--- config.mk ---
export PLATFORM = sky130hd
export DESIGN_NAME = glyph_slot_cache_policy_flat
export DESIGN_NICKNAME = d
export VERILOG_FILES = /design/src/sv/gscp_pkg.sv /design/src/sv/gscp_if.sv /design/src/sv/glyph_slot_cache_policy.sv /design/src/flat_wrapper.sv
export VERILOG_INCLUDE_DIRS = /design/src /design/src/sv
export SDC_FILE = /design/constraint.sdc
export NUM_CORES = 2
export LEC_CHECK = 0
export BUFFER_PORTS_ARGS = -buffer_cell sky130_fd_sc_hd__buf_2
export CORE_ASPECT_RATIO = 0.7
export CORE_MARGIN = 2
export CORE_UTILIZATION = 41
export DETAILED_ROUTE_END_ITERATION = 16
export PLACE_DENSITY_LB_ADDON = 0.1
export SLEW_MARGIN = 20
export SYNTH_ARGS = -nofsm -noshare
export SYNTH_HDL_FRONTEND = slang
export SYNTH_SLANG_ARGS = --single-unit
--- constraint.sdc ---
create_clock -name clk_i -period 16.3 [get_ports clk_i]
set_input_delay 3.26 -clock clk_i [delete_from_list [all_inputs] [get_ports clk_i]]
set_output_delay 3.26 -clock clk_i [all_outputs]
set_load 0.01 [all_outputs]
--- src/sv/glyph_slot_cache_policy_defines.svh ---
// ----------------------------------------------------------------------------
// Glyph slot cache policy assertion macros
// Shared concurrent assertion forms, clocked on clk_i and quiet during reset.
// ----------------------------------------------------------------------------
`ifndef GLYPH_SLOT_CACHE_POLICY_DEFINES_SVH
`define GLYPH_SLOT_CACHE_POLICY_DEFINES_SVH

// A condition that must hold at every clock edge outside reset.
`define GSCP_ASSERT(name, cond) \
  name: assert property (@(posedge clk_i) disable iff (!rst_ni) (cond)) \
    else $error("gscp assertion failed");

// A trigger that must be followed by a condition in the next cycle.
`define GSCP_ASSERT_NEXT(name, trig, cond) \
  name: assert property (@(posedge clk_i) disable iff (!rst_ni) (trig) |=> (cond)) \
    else $error("gscp assertion failed");

`endif

--- src/sv/gscp_pkg.sv ---
`timescale 1ns / 1ps
// ----------------------------------------------------------------------------
// Glyph slot cache policy package
// Sizes, special codepoints and shared types of the glyph slot cache policy.
// ----------------------------------------------------------------------------
package gscp_pkg;

  localparam int ASSOC_ENTRIES = 16;
  localparam int DIRECT_FIRST  = 32;
  localparam int DIRECT_LAST   = 126;

  localparam int CP_W        = 21;
  localparam int SLOT_W      = 7;
  localparam int STAMP_W     = 32;
  localparam int ASSOC_AW    = (ASSOC_ENTRIES > 1) ? $clog2(ASSOC_ENTRIES) : 1;
  localparam int DIRECT_CNT  = DIRECT_LAST - DIRECT_FIRST + 1;
  localparam int DIRECT_AW   = (DIRECT_CNT > 1) ? $clog2(DIRECT_CNT) : 1;

  // Codepoints below CTRL_LIMIT and DEL_CODE are shown as SUBST_CODE ('?').
  localparam logic [CP_W-1:0] CTRL_LIMIT = CP_W'(32'h20);
  localparam logic [CP_W-1:0] DEL_CODE   = CP_W'(32'h7F);
  localparam logic [CP_W-1:0] SUBST_CODE = CP_W'(32'h3F);

  localparam logic             FUNC_LOOKUP = 1'b0;
  localparam logic             FUNC_CLEAR  = 1'b1;

  typedef struct packed {
    logic [CP_W-1:0]    tag;
    logic [STAMP_W-1:0] stamp;
    logic               ready;
  } entry_t;

  typedef struct packed {
    logic [CP_W-1:0]   used_codepoint;
    logic              in_direct_range;
    logic [SLOT_W-1:0] slot_number;
    logic              tag_hit;
    logic              render_attempted;
    logic              glyph_ready;
  } res_t;

endpackage

--- src/sv/gscp_if.sv ---
`timescale 1ns / 1ps
// ----------------------------------------------------------------------------
// Glyph slot cache policy channels
// Valid/ready interfaces for the request words and the result words.
// ----------------------------------------------------------------------------
interface gscp_in_if;
  logic                        valid;
  logic                        ready;
  logic                        func;
  logic [gscp_pkg::CP_W-1:0]   codepoint;
  logic                        render_ok;

  modport source (output valid, output func, output codepoint, output render_ok,
                  input ready);
  modport sink (input valid, input func, input codepoint, input render_ok,
                output ready);
endinterface

interface gscp_out_if;
  logic                        valid;
  logic                        ready;
  logic [gscp_pkg::CP_W-1:0]   used_codepoint;
  logic                        in_direct_range;
  logic [gscp_pkg::SLOT_W-1:0] slot_number;
  logic                        tag_hit;
  logic                        render_attempted;
  logic                        glyph_ready;

  modport source (output valid, output used_codepoint, output in_direct_range,
                  output slot_number, output tag_hit, output render_attempted,
                  output glyph_ready, input ready);
  modport sink (input valid, input used_codepoint, input in_direct_range,
                input slot_number, input tag_hit, input render_attempted,
                input glyph_ready, output ready);
endinterface

--- src/sv/glyph_slot_cache_policy.sv ---
`timescale 1ns / 1ps
// ----------------------------------------------------------------------------
// Glyph slot cache policy
// Chooses the cache slot for a glyph: direct slots for a fixed codepoint range,
// a fully associative LRU set for everything else, and a cache clear command.
// ----------------------------------------------------------------------------
// Each request word gives one result word. Direct-range lookups and clears
// go from acceptance to the S_DONE state and from there into the output
// register. An associative lookup reads the entry memory one entry per cycle
// through its single read port: after acceptance it walks the entries in
// S_WALK (the walk stops at the first matching tag, else it examines every
// entry), writes back in S_WRITE and hands the result over in S_DONE. The
// next request word is taken once the result has moved to the output
// register, which may still be waiting for the consumer. There is no
// clearing pass after reset: the direct ready bits and the per-entry valid
// bits are flops cleared at once by reset or by a clear word.
module glyph_slot_cache_policy (
  input  logic        clk_i,
  input  logic        rst_ni,
  gscp_in_if.sink     in_i,
  gscp_out_if.source  out_o
);

`include "glyph_slot_cache_policy_defines.svh"

  localparam int AW = gscp_pkg::ASSOC_AW;
  localparam int NE = gscp_pkg::ASSOC_ENTRIES;
  localparam int ND = gscp_pkg::DIRECT_CNT;
  localparam int DW = gscp_pkg::DIRECT_AW;
  localparam int CW = gscp_pkg::CP_W;
  localparam int SW = gscp_pkg::STAMP_W;
  localparam logic [AW-1:0] LAST_IDX = AW'(NE - 1);

  localparam logic [2:0] S_IDLE  = 3'd0;
  localparam logic [2:0] S_WALK  = 3'd1;
  localparam logic [2:0] S_WRITE = 3'd2;
  localparam logic [2:0] S_DONE  = 3'd3;

  // Control and payload registers.
  logic [2:0]           state_q, state_d;
  logic [CW-1:0]        cp_q, cp_d;
  logic                 ok_q, ok_d;
  logic [SW-1:0]        tick_q, tick_d;
  logic [AW-1:0]        idx_q, idx_d;
  logic [NE-1:0]        vld_q, vld_d;
  logic [ND-1:0]        dready_q, dready_d;
  logic [AW-1:0]        empty_q, empty_d;
  logic                 has_empty_q, has_empty_d;
  logic [AW-1:0]        oldest_q, oldest_d;
  logic [SW-1:0]        old_stamp_q, old_stamp_d;
  logic [AW-1:0]        sel_q, sel_d;
  logic                 hit_q, hit_d;
  logic                 sel_ready_q, sel_ready_d;
  gscp_pkg::res_t       res_q, res_d;
  gscp_pkg::res_t       out_q, out_d;
  logic                 out_valid_q, out_valid_d;

  // Entry memory: tag, use stamp and ready bit per associative entry. Reads
  // and the write-back never fall in the same cycle, so no forwarding is
  // needed; an entry whose valid bit is low reads as all zero.
  gscp_pkg::entry_t     mem [NE];
  gscp_pkg::entry_t     rd_q;
  gscp_pkg::entry_t     mem_wd;
  gscp_pkg::entry_t     cur;
  logic                 mem_we;
  logic [AW-1:0]        mem_wa;
  logic [AW-1:0]        mem_ra;

  // Request decode.
  logic                 in_acc;
  logic [CW-1:0]        cp_sub;
  logic                 is_direct;
  logic [CW-1:0]        dofs;
  logic [DW-1:0]        didx;
  logic                 cur_hit;
  logic                 wr_attempt;
  logic                 wr_ready;

  // A new word is taken only while no other word is in flight.
  assign in_i.ready = (state_q == S_IDLE);
  assign in_acc     = in_i.valid && in_i.ready;

  // Control codes and DEL are drawn as a question mark.
  assign cp_sub = ((in_i.codepoint < gscp_pkg::CTRL_LIMIT) ||
                   (in_i.codepoint == gscp_pkg::DEL_CODE)) ?
                  gscp_pkg::SUBST_CODE : in_i.codepoint;
  assign is_direct = (cp_sub >= CW'(gscp_pkg::DIRECT_FIRST)) &&
                     (cp_sub <= CW'(gscp_pkg::DIRECT_LAST));
  assign dofs = cp_sub - CW'(gscp_pkg::DIRECT_FIRST);
  assign didx = dofs[DW-1:0];

  assign cur     = vld_q[idx_q] ? rd_q : '0;
  assign cur_hit = (cur.tag == cp_q);

  // A hit on a ready entry is the only write-back that does not render.
  assign wr_attempt = !hit_q || !sel_ready_q;
  assign wr_ready   = wr_attempt ? ok_q : 1'b1;

  always_ff @(posedge clk_i) begin
    if (mem_we) begin
      mem[mem_wa] <= mem_wd;
    end
    rd_q <= mem[mem_ra];
  end

  always_comb begin
    state_d     = state_q;
    cp_d        = cp_q;
    ok_d        = ok_q;
    tick_d      = tick_q;
    idx_d       = idx_q;
    vld_d       = vld_q;
    dready_d    = dready_q;
    empty_d     = empty_q;
    has_empty_d = has_empty_q;
    oldest_d    = oldest_q;
    old_stamp_d = old_stamp_q;
    sel_d       = sel_q;
    hit_d       = hit_q;
    sel_ready_d = sel_ready_q;
    res_d       = res_q;
    out_d       = out_q;
    out_valid_d = out_valid_q;
    mem_we      = 1'b0;
    mem_wa      = sel_q;
    mem_wd      = '0;
    mem_ra      = '0;

    // The consumer drains the output register; a new result may refill it.
    if (out_valid_q && out_o.ready) begin
      out_valid_d = 1'b0;
    end

    case (state_q)
      S_IDLE: begin
        if (in_acc) begin
          cp_d  = cp_sub;
          ok_d  = in_i.render_ok;
          res_d = '0;
          if (in_i.func == gscp_pkg::FUNC_CLEAR) begin
            vld_d    = '0;
            dready_d = '0;
            tick_d   = '0;
            state_d  = S_DONE;
          end else if (is_direct) begin
            res_d.used_codepoint   = cp_sub;
            res_d.in_direct_range  = 1'b1;
            res_d.slot_number      = dofs[gscp_pkg::SLOT_W-1:0];
            res_d.render_attempted = !dready_q[didx];
            res_d.glyph_ready      = dready_q[didx] || in_i.render_ok;
            if (!dready_q[didx]) begin
              dready_d[didx] = in_i.render_ok;
            end
            state_d = S_DONE;
          end else begin
            // Start the walk: entry 0 is read now and examined next cycle.
            tick_d      = tick_q + 1'b1;
            idx_d       = '0;
            has_empty_d = 1'b0;
            hit_d       = 1'b0;
            mem_ra      = '0;
            state_d     = S_WALK;
          end
        end
      end

      S_WALK: begin
        if (cur_hit) begin
          sel_d       = idx_q;
          hit_d       = 1'b1;
          sel_ready_d = cur.ready;
          state_d     = S_WRITE;
        end else begin
          // The highest not-ready entry wins as victim; otherwise the first
          // entry with the strictly smallest stamp.
          if (!cur.ready) begin
            empty_d     = idx_q;
            has_empty_d = 1'b1;
          end
          if ((idx_q == '0) || (cur.stamp < old_stamp_q)) begin
            oldest_d    = idx_q;
            old_stamp_d = cur.stamp;
          end
          if (idx_q == LAST_IDX) begin
            hit_d   = 1'b0;
            sel_d   = has_empty_d ? empty_d : oldest_d;
            state_d = S_WRITE;
          end else begin
            idx_d  = idx_q + 1'b1;
            mem_ra = idx_q + 1'b1;
          end
        end
      end

      S_WRITE: begin
        mem_we       = 1'b1;
        mem_wa       = sel_q;
        mem_wd.tag   = cp_q;
        mem_wd.stamp = tick_q;
        mem_wd.ready = wr_ready;
        vld_d[sel_q] = 1'b1;
        res_d.used_codepoint   = cp_q;
        res_d.in_direct_range  = 1'b0;
        res_d.slot_number      = gscp_pkg::SLOT_W'(sel_q);
        res_d.tag_hit          = hit_q;
        res_d.render_attempted = wr_attempt;
        res_d.glyph_ready      = wr_ready;
        state_d = S_DONE;
      end

      S_DONE: begin
        if (!out_valid_q || out_o.ready) begin
          out_d       = res_q;
          out_valid_d = 1'b1;
          state_d     = S_IDLE;
        end
      end

      default: begin
        state_d = S_IDLE;
      end
    endcase
  end

  always_ff @(posedge clk_i or negedge rst_ni) begin
    if (!rst_ni) begin
      state_q     <= S_IDLE;
      tick_q      <= '0;
      vld_q       <= '0;
      dready_q    <= '0;
      out_valid_q <= 1'b0;
      idx_q       <= '0;
    end else begin
      state_q     <= state_d;
      tick_q      <= tick_d;
      vld_q       <= vld_d;
      dready_q    <= dready_d;
      out_valid_q <= out_valid_d;
      idx_q       <= idx_d;
    end
  end

  always_ff @(posedge clk_i) begin
    cp_q        <= cp_d;
    ok_q        <= ok_d;
    empty_q     <= empty_d;
    has_empty_q <= has_empty_d;
    oldest_q    <= oldest_d;
    old_stamp_q <= old_stamp_d;
    sel_q       <= sel_d;
    hit_q       <= hit_d;
    sel_ready_q <= sel_ready_d;
    res_q       <= res_d;
    out_q       <= out_d;
  end

  assign out_o.valid            = out_valid_q;
  assign out_o.used_codepoint   = out_q.used_codepoint;
  assign out_o.in_direct_range  = out_q.in_direct_range;
  assign out_o.slot_number      = out_q.slot_number;
  assign out_o.tag_hit          = out_q.tag_hit;
  assign out_o.render_attempted = out_q.render_attempted;
  assign out_o.glyph_ready      = out_q.glyph_ready;

  // The walk moves one entry at a time until a tag matches or it ends.
  `GSCP_ASSERT_NEXT(a_walk_step,
    (state_q == S_WALK) && !cur_hit && (idx_q != LAST_IDX),
    (state_q == S_WALK) && (idx_q == $past(idx_q) + 1'b1))
  // A clear word restarts the use counter and clears the entry valid bits.
  `GSCP_ASSERT_NEXT(a_clear_tick, in_acc && (in_i.func == gscp_pkg::FUNC_CLEAR),
    (tick_q == '0) && (vld_q == '0))
  // A slot that needed no render was already holding a glyph.
  `GSCP_ASSERT(a_ready_no_render,
    !(out_o.valid && !out_o.render_attempted &&
      (out_o.in_direct_range || out_o.tag_hit)) || out_o.glyph_ready)
  // An associative miss always renders into its victim.
  `GSCP_ASSERT(a_miss_renders,
    !(out_o.valid && !out_o.in_direct_range && !out_o.tag_hit &&
      (out_o.used_codepoint != '0)) || out_o.render_attempted)

endmodule
--- src/flat_wrapper.sv ---
// flat-port wrapper written by rule: the top's interface ports become plain ports
module glyph_slot_cache_policy_flat 
  (clk_i, rst_ni, in_i_valid, in_i_func, in_i_codepoint, in_i_render_ok, in_i_ready, out_o_valid, out_o_used_codepoint, out_o_in_direct_range, out_o_slot_number, out_o_tag_hit, out_o_render_attempted, out_o_glyph_ready, out_o_ready);
  gscp_in_if in_i_i ();
  gscp_out_if out_o_i ();
  input  logic clk_i;
  input  logic rst_ni;
  input wire logic [$bits(in_i_i.valid)-1:0] in_i_valid;
  input wire logic [$bits(in_i_i.func)-1:0] in_i_func;
  input wire logic [$bits(in_i_i.codepoint)-1:0] in_i_codepoint;
  input wire logic [$bits(in_i_i.render_ok)-1:0] in_i_render_ok;
  output wire logic [$bits(in_i_i.ready)-1:0] in_i_ready;
  output wire logic [$bits(out_o_i.valid)-1:0] out_o_valid;
  output wire logic [$bits(out_o_i.used_codepoint)-1:0] out_o_used_codepoint;
  output wire logic [$bits(out_o_i.in_direct_range)-1:0] out_o_in_direct_range;
  output wire logic [$bits(out_o_i.slot_number)-1:0] out_o_slot_number;
  output wire logic [$bits(out_o_i.tag_hit)-1:0] out_o_tag_hit;
  output wire logic [$bits(out_o_i.render_attempted)-1:0] out_o_render_attempted;
  output wire logic [$bits(out_o_i.glyph_ready)-1:0] out_o_glyph_ready;
  input wire logic [$bits(out_o_i.ready)-1:0] out_o_ready;
  assign in_i_i.valid = in_i_valid;
  assign in_i_i.func = in_i_func;
  assign in_i_i.codepoint = in_i_codepoint;
  assign in_i_i.render_ok = in_i_render_ok;
  assign in_i_ready = in_i_i.ready;
  assign out_o_valid = out_o_i.valid;
  assign out_o_used_codepoint = out_o_i.used_codepoint;
  assign out_o_in_direct_range = out_o_i.in_direct_range;
  assign out_o_slot_number = out_o_i.slot_number;
  assign out_o_tag_hit = out_o_i.tag_hit;
  assign out_o_render_attempted = out_o_i.render_attempted;
  assign out_o_glyph_ready = out_o_i.glyph_ready;
  assign out_o_i.ready = out_o_ready;
  glyph_slot_cache_policy u_core (.clk_i(clk_i), .rst_ni(rst_ni), .in_i(in_i_i), .out_o(out_o_i));
endmodule
Word-level counts from Yosys, hierarchy flattened
Memories as Yosys holds them, arrays and structs flattened. A register that Yosys moved wholly into a read port is not among the register bits.
Index checks and enable logic that the tools add are counted.

word-level totals
  RAM bits = 864
  output and inout bits = 34
  memories kept = 1
  bits in registers = 284

cells by class
  $add $sub $neg = 3
  bitwise logic cells = 2
  reduce and logical (&&, ||, !) cells = 34
  multiplexer cells = 65
  order comparisons = 9
  equal/unequal tests = 16

memory list
  memory      depth  width  rd ports  clocked after memory_dff  write ports  line                           RTL
  u_core.mem  16     54     1         1                         1            glyph_slot_cache_policy.sv:61  gscp_pkg::entry_t mem [NE];

operators with widths
  operator                                                                number
  95-bit 2-to-1 mux                                                       3
  54-bit 2-to-1 mux                                                       2
  32-bit 2-to-1 mux                                                       3
  95-bit bitwise mux                                                      1
  32-bit one-hot mux with 2 select lines                                  1
  29-bit 2-to-1 mux                                                       2
  4-bit 2-to-1 mux                                                        13
  32-bit by 1-bit adder with 32-bit output, second input constant         1
  32-bit < comparator                                                     1
  16-bit 2-to-1 mux                                                       2
  16-bit one-hot mux with 2 select lines                                  1
  21-bit equality test                                                    1
  21-bit by 7-bit equality test with 1-bit output, second input constant  1
  21-bit by 6-bit >= comparator with 1-bit output, second input constant  1
  21-bit by 7-bit <= comparator with 1-bit output, second input constant  1
  21-bit by 6-bit < comparator with 1-bit output, second input constant   1
  21-bit 2-to-1 mux                                                       1
  1-bit 2-to-1 mux                                                        20
  2-bit != test, second input constant                                    8
  16-bit OR                                                               1
  3-bit 2-to-1 mux                                                        5
  3-bit one-hot mux with 4 select lines                                   1
  2-bit AND reduction                                                     6
  3-bit AND reduction                                                     4
  other kinds (28)                                                        48

Longest topological paths before layout
  depth after elaboration = 12
  gate-level depth with buffers = 19
  gate-level depth less buffers = 16

Worst setup path before layout
No wires, ideal clock.

  path kind = input port to flip-flop
  start point = in in_i_codepoint[0]
  end point = reg u_core.dready_q[48]
  setup slack = 9.387 ns
  required time = 16.168 ns
  stages on the path = 16
  data arrival time = 6.781 ns
  library setup time = 0.132 ns
  cell sequence = buf_2 -> and3_1 -> a41oi_2 -> nor2_1 -> buf_2 -> nor2_1 -> inv_1 -> ha_1 -> clkbuf_1 -> a2111o_1 -> nor2_1 -> o21ai_0 -> nor3_1 -> clkbuf_1 -> a31o_2 -> o21ai_0

between the ends
  word-level cells in the longest chain between the ends = 12

ends and longest elaborated chain
  element                                                                                                                                line                                                          RTL
  start: declaration                                                                                                                     flat_wrapper.sv:10                                            input wire logic [$bits(in_i_i.codepoint)-1:0] in_i_codepoint;
  21-bit by 6-bit < comparator with 1-bit output or 21-bit by 7-bit equality test with 1-bit output (tied branches)                      glyph_slot_cache_policy.sv:84, glyph_slot_cache_policy.sv:85
  1-bit logical OR                                                                                                                       glyph_slot_cache_policy.sv:84                                 assign cp_sub = ((in_i.codepoint < gscp_pkg::CTRL_LIMIT) ||
  21-bit 2-to-1 mux (*)                                                                                                                  glyph_slot_cache_policy.sv:85                                 (in_i.codepoint == gscp_pkg::DEL_CODE)) ?
  7-bit by 6-bit subtractor with 7-bit output (*)                                                                                        glyph_slot_cache_policy.sv:89                                 assign dofs = cp_sub - CW'(gscp_pkg::DIRECT_FIRST);
  net u_core.dofs[5]                                                                                                                     glyph_slot_cache_policy.sv:73                                 logic [CW-1:0] dofs;
  7-bit by 8-bit < comparator with 1-bit output (implied by the code) or 7-bit by 1-bit >= comparator with 1-bit output (tied branches)  glyph_slot_cache_policy.sv:152                                dready_d[didx] = in_i.render_ok;
  1-bit logical AND (implied by the code)                                                                                                glyph_slot_cache_policy.sv:152
  1-bit 2-to-1 mux (implied by the code)                                                                                                 glyph_slot_cache_policy.sv:152
  1-bit demux with 7-bit select                                                                                                          n/a
  95-bit bitwise mux                                                                                                                     glyph_slot_cache_policy.sv:152
  95-bit 2-to-1 mux                                                                                                                      glyph_slot_cache_policy.sv:151                                if (!dready_q[didx]) begin
  95-bit 2-to-1 mux                                                                                                                      glyph_slot_cache_policy.sv:145                                end else if (is_direct) begin
  95-bit 2-to-1 mux                                                                                                                      glyph_slot_cache_policy.sv:140                                if (in_i.func == gscp_pkg::FUNC_CLEAR) begin
  end signal: assignment                                                                                                                 glyph_slot_cache_policy.sv:237                                dready_q <= dready_d;
  end: declaration                                                                                                                       glyph_slot_cache_policy.sv:46                                 logic [ND-1:0] dready_q, dready_d;

Mark *: on every way through the listed nets, which the timed path passes. The rest lies on a longest branch. The select of a mux whose other input is x is not followed.
A chain may end at the register's enable or synchronous reset.

Worst setup path after layout
  start point = in in_i_codepoint[1]
  end point = reg u_core.dready_q[75]

between the ends
  word-level cells in the longest chain between the ends = 12

ends and longest elaborated chain
  element                                                                                                                                line                                                          RTL
  21-bit by 6-bit < comparator with 1-bit output or 21-bit by 7-bit equality test with 1-bit output (tied branches)                      glyph_slot_cache_policy.sv:84, glyph_slot_cache_policy.sv:85
  1-bit logical OR (*)                                                                                                                   glyph_slot_cache_policy.sv:84
  21-bit 2-to-1 mux (*)                                                                                                                  glyph_slot_cache_policy.sv:85
  net u_core.cp_sub[3]                                                                                                                   glyph_slot_cache_policy.sv:71                                 logic [CW-1:0] cp_sub;
  7-bit by 6-bit subtractor with 7-bit output                                                                                            glyph_slot_cache_policy.sv:89
  7-bit by 8-bit < comparator with 1-bit output (implied by the code) or 7-bit by 1-bit >= comparator with 1-bit output (tied branches)  glyph_slot_cache_policy.sv:152
  1-bit logical AND (implied by the code)                                                                                                glyph_slot_cache_policy.sv:152
  1-bit 2-to-1 mux (implied by the code)                                                                                                 glyph_slot_cache_policy.sv:152
  1-bit demux with 7-bit select                                                                                                          n/a
  95-bit bitwise mux                                                                                                                     glyph_slot_cache_policy.sv:152
  95-bit 2-to-1 mux                                                                                                                      glyph_slot_cache_policy.sv:151
  95-bit 2-to-1 mux                                                                                                                      glyph_slot_cache_policy.sv:145
  95-bit 2-to-1 mux                                                                                                                      glyph_slot_cache_policy.sv:140

Marked as above.

==> flow_summary.json <==
{
  "ys_dominant_reg_cell": "edfxtp_1",
  "ios": 61,
  "synthDistinctLibCells": 75,
  "hold_buffers": 0,
  "synthSimpleGateAreaFrac_pct": 8.442,
  "cts_root_buffer": "clkbuf_16",
  "post-synth-top-area-cell": "edfxtp_1",
  "worstPathArrival_ps": 8160,
  "remaining_antenna_violation_count": 0,
  "power.combinational.fraction_pct": 25.3,
  "clkPwrFrac_pct": 31.4,
  "worst-slew-pin-transition_ps": 1164,
  "worst_setup_path_end_kind": "register",
  "cellInternalPower_mw": 6.096,
  "p_switching_mw": 3.015,
  "timing.critical_path.required_ps": 16940,
  "synth_top_area_share_pct": 59.78,
  "result_of_the_run": "finished clean",
  "cts.repair_timing.setup_buffer_count": 0,
  "htree_num_levels": 3,
  "register_clock_pin_slew_on_the_reported_worst_setup_and_hold_paths_ps": 70,
  "die-area_mm2": 0.1250,
  "fin_setup_tns_ps": 0,
  "synth-async-reset-ratio_pct": 12.49,
  "detail_route.wl_per_cell_um": 28.12,
  "drt_iter0_drc": 3200,
  "synth_top_family_by_area": "compound AO/OA/AOI/OAI gates",
  "start_kind": "primary input",
  "finalMaxSlewViolations": 0,
  "area.growth.synth_to_final_pct": 12.13,
  "floorplan.initialDensity_pct": 41.24,
  "first_pass_detailed_route_iteration_total": 5,
  "die_h_um": 296.4,
  "layout_common_cells": "edfxtp_1 (997), mux2i_1 (233), nor2_1 (221)",
  "final_nets": 3659,
  "finalCritPeriodShare_pct": 46.13,
  "ys_seq_area_share_pct": 69.44,
  "maximum_number_of_pins_on_one_net_before_global_route_repair": 163,
  "first_global_vias": 31160,
  "synthesis.area_per_instance_um2": 13.88,
  "port_buffers": 60,
  "cts_repair_resize_count": 0,
  "final_layout_size_suffix_gt1_share_pct": 12.83,
  "synth_area_mm2": 0.05008,
  "synth-xor-area-share_pct": 0.5771,
  "hp-class": "register to register",
  "clk-insertion-delay-late_ps": 730,
  "dr_total_vias": 31680,
  "worst_hold_slack_ps": 416.7,
  "die_w_um": 421.7,
  "adder_and_majority_gate_portion_of_the_synthesized_area_pct": 1.074,
  "powerDensity_mw_per_mm2": 162.3,
  "rsz0062_at_grt": "false",
  "synthesis.nets": 3677,
  "n_fill_cell": 10720,
  "antenna_violations_before_repair": 3,
  "cts_buffers": 118,
  "max-vdd-ir-drop_mv": 0.1521,
  "power_leakage_nw": 19.70,
  "yosysWarningCount": 0,
  "design.core.area_mm2": 0.1214,
  "num_rows": 107,
  "synth-edff-count": 997,
  "layout.cells.most_common": "edfxtp_1",
  "route.final.wire_length_um": 150000,
  "slew_headroom_pct": 22.40,
  "clock_tree_from_tritoncts": "done",
  "synth_seq_cells": 1201,
  "muxShareOfSynthArea_pct": 6.486,
  "synthesized_area_fraction_occupied_by_ao_oa_aoi_and_oai_cells_pct": 11.17,
  "grt_overflow": 0,
  "crit_fanout": 48,
  "setup_violations": 0,
  "post_drt_via_cell_ratio": 5.941,
  "grt_util_all_layers_pct": 23.60,
  "finClkSkew_ps": 23.87,
  "critPathKind": "primary input to register",
  "gp_routability_congestion": 0.8760,
  "final.min_clock_period_ps": 7519,
  "cts_num_sinks": 1201,
  "power_frac_seq_pct": 43.3,
  "wire_length_of_the_first_global_routing_pass_um": 216900,
  "drc": 0,
  "maxCapViolations": 0,
  "switching_share_pct": 33.10,
  "hpwlAfterDp_um": 78590,
  "post_synth_main_area_contributors": "edfxtp_1 (60%), dfrtp_1 (7.5%), mux2i_1 (4.7%), dfxtp_1 (2.2%), o21ai_0 (2.1%)",
  "max_freq_ghz": 0.1330,
  "clk_path_buf_depth": 3,
  "final_count_of_hold_timing_violations": 0,
  "synth_cells": 3607
}
-- cell families (layout without fill, tap and decap cells) --
group	count (synthesis)	count (layout)
AOI/OAI and AO/OA	829	829
xor gates and xnor gates	33	33
adders and majority gates	43	43
buffers and inverters	331	419
DFF	1201	1201
muxes	303	303
other	0	3
and+or+nand+nor	867	867
-- final timing paths --
check	start	end	slack, ps	depth (start not counted)
max	in_i_codepoint[1]	u_core.dready_q[75]$_DFFE_PN0P_	8780	13
min	u_core.res_q[29]$_DFFE_PP_	u_core.out_o.used_codepoint[18]$_DFFE_PP_	420	0
max reg2reg	u_core.idx_q[0]$_DFFE_PN0P_	u_core.rd_q[37]$_DFF_P_	9160	13
min reg2reg	u_core.res_q[29]$_DFFE_PP_	u_core.out_o.used_codepoint[18]$_DFFE_PP_	420	0
max in group asynchronous	rst_ni	u_core.dready_q[23]$_DFFE_PN0P_	12160	2
min in group asynchronous	rst_ni	u_core.tick_q[11]$_DFFE_PN0P_	2610	1
-- area by class of cell --
cell class / instances / area [um2] / area share, %
inverters: 70 / 262.8 / 0.4679
well taps: 1635 / 2046 / 3.643
diodes: 3 / 7.507 / 0.01337
multi-input cells: 2075 / 14150 / 25.19
repair buffers: 123 / 837.1 / 1.491
clock buffers: 148 / 3261 / 5.806
flip-flops and latches: 1201 / 34780 / 61.93
clock inverters: 78 / 818.3 / 1.457
-- cells in the mapped netlist, types with 6 or more instances --
master      n
a211oi_1   59
nand4_1    15
or3_1      12
a22o_1      7
nor3_1     21
a31o_2     43
a32o_1     54
buf_6      10
o21ai_0   209
nand2b_1    9
a31oi_1     8
mux2i_1   233
edfxtp_1  997
o221ai_1   57
nand2_1   190
o31ai_1    67
mux4_2     10
nand3_1   115
xor2_1     20
o311ai_0   28
nor2_1    235
o22ai_1    57
a21o_1     14
ha_1       43
dfrtp_1   150
xnor2_1    13
nor4_1     10
buf_2      40
and3_1     72
buf_4       8
inv_1      69
mux2_2     59
a21oi_1   154
buf_1       8
dfxtp_1    54
or2_2       6
nor2b_1    64
and2_1    102
a22oi_1     7
clkbuf_1  194
o211ai_1   31
-- critical path, stage by stage --
cell and delay, ps:
buf_2 80, buf_4 480, and3_1 320, a41oi_2 210, nor2_1 820, nor2_1 460
inv_1 370, nor4_1 120, a211oi_1 250, a311oi_1 140, or2_1 400, or4_1 880
o21ai_0 300
-- flip-flops by register name, summed over array words and instances (netlist names), 2 cells and up --
register and cells:
u_core.mem 864, u_core.dready_q 95, u_core.rd_q 54, u_core.old_stamp_q 32, u_core.res_q 32, u_core.tick_q 32, u_core.cp_q 21, u_core.out_o.used_codepoint 21
u_core.vld_q 16, u_core.out_o.slot_number 7, u_core.empty_q 4, u_core.idx_q 4, u_core.mem_wa 4, u_core.oldest_q 4, u_core.state_q 2
-- layer usage --
| layer | wire [um] | track usage, % | share of wire (%) |
|---|---|---|---|
| met1 | 70280 | 35.17 | 47 |
| met2 | 65650 | 35.46 | 44 |
| met3 | 10920 | 4.688 | 7.3 |
| met4 | 3142 | 5.691 | 2.1 |
| met5 | 0 | 0 | 0 |
-- through the flow --
step	worst slack [ps]	util, %	area [um2]	instances	total power [mW]
after floorplan	9387	-	50080	3607	5.388
after global placement	8305	42.83	52010	5102	6.243
after detailed placement	8209	42.83	52010	5102	6.271
after CTS	8992	46.19	56090	5328	9.145
after global routing	8467	46.24	56150	5331	9.470
final	8781	46.25	56160	5333	9.111
-- power groups by stage --
stage	clock [mW]	combinational, mW	sequential, mW
6_report	2.86	2.31	3.94
4_1_cts	2.91	2.29	3.94
3_5_place_dp	0	2.28	3.99
3_3_place_gp	0	2.25	3.99
2_1_floorplan	0	1.48	3.91
5_1_grt	3.03	2.48	3.96
Power figures use the tool's default switching activity.
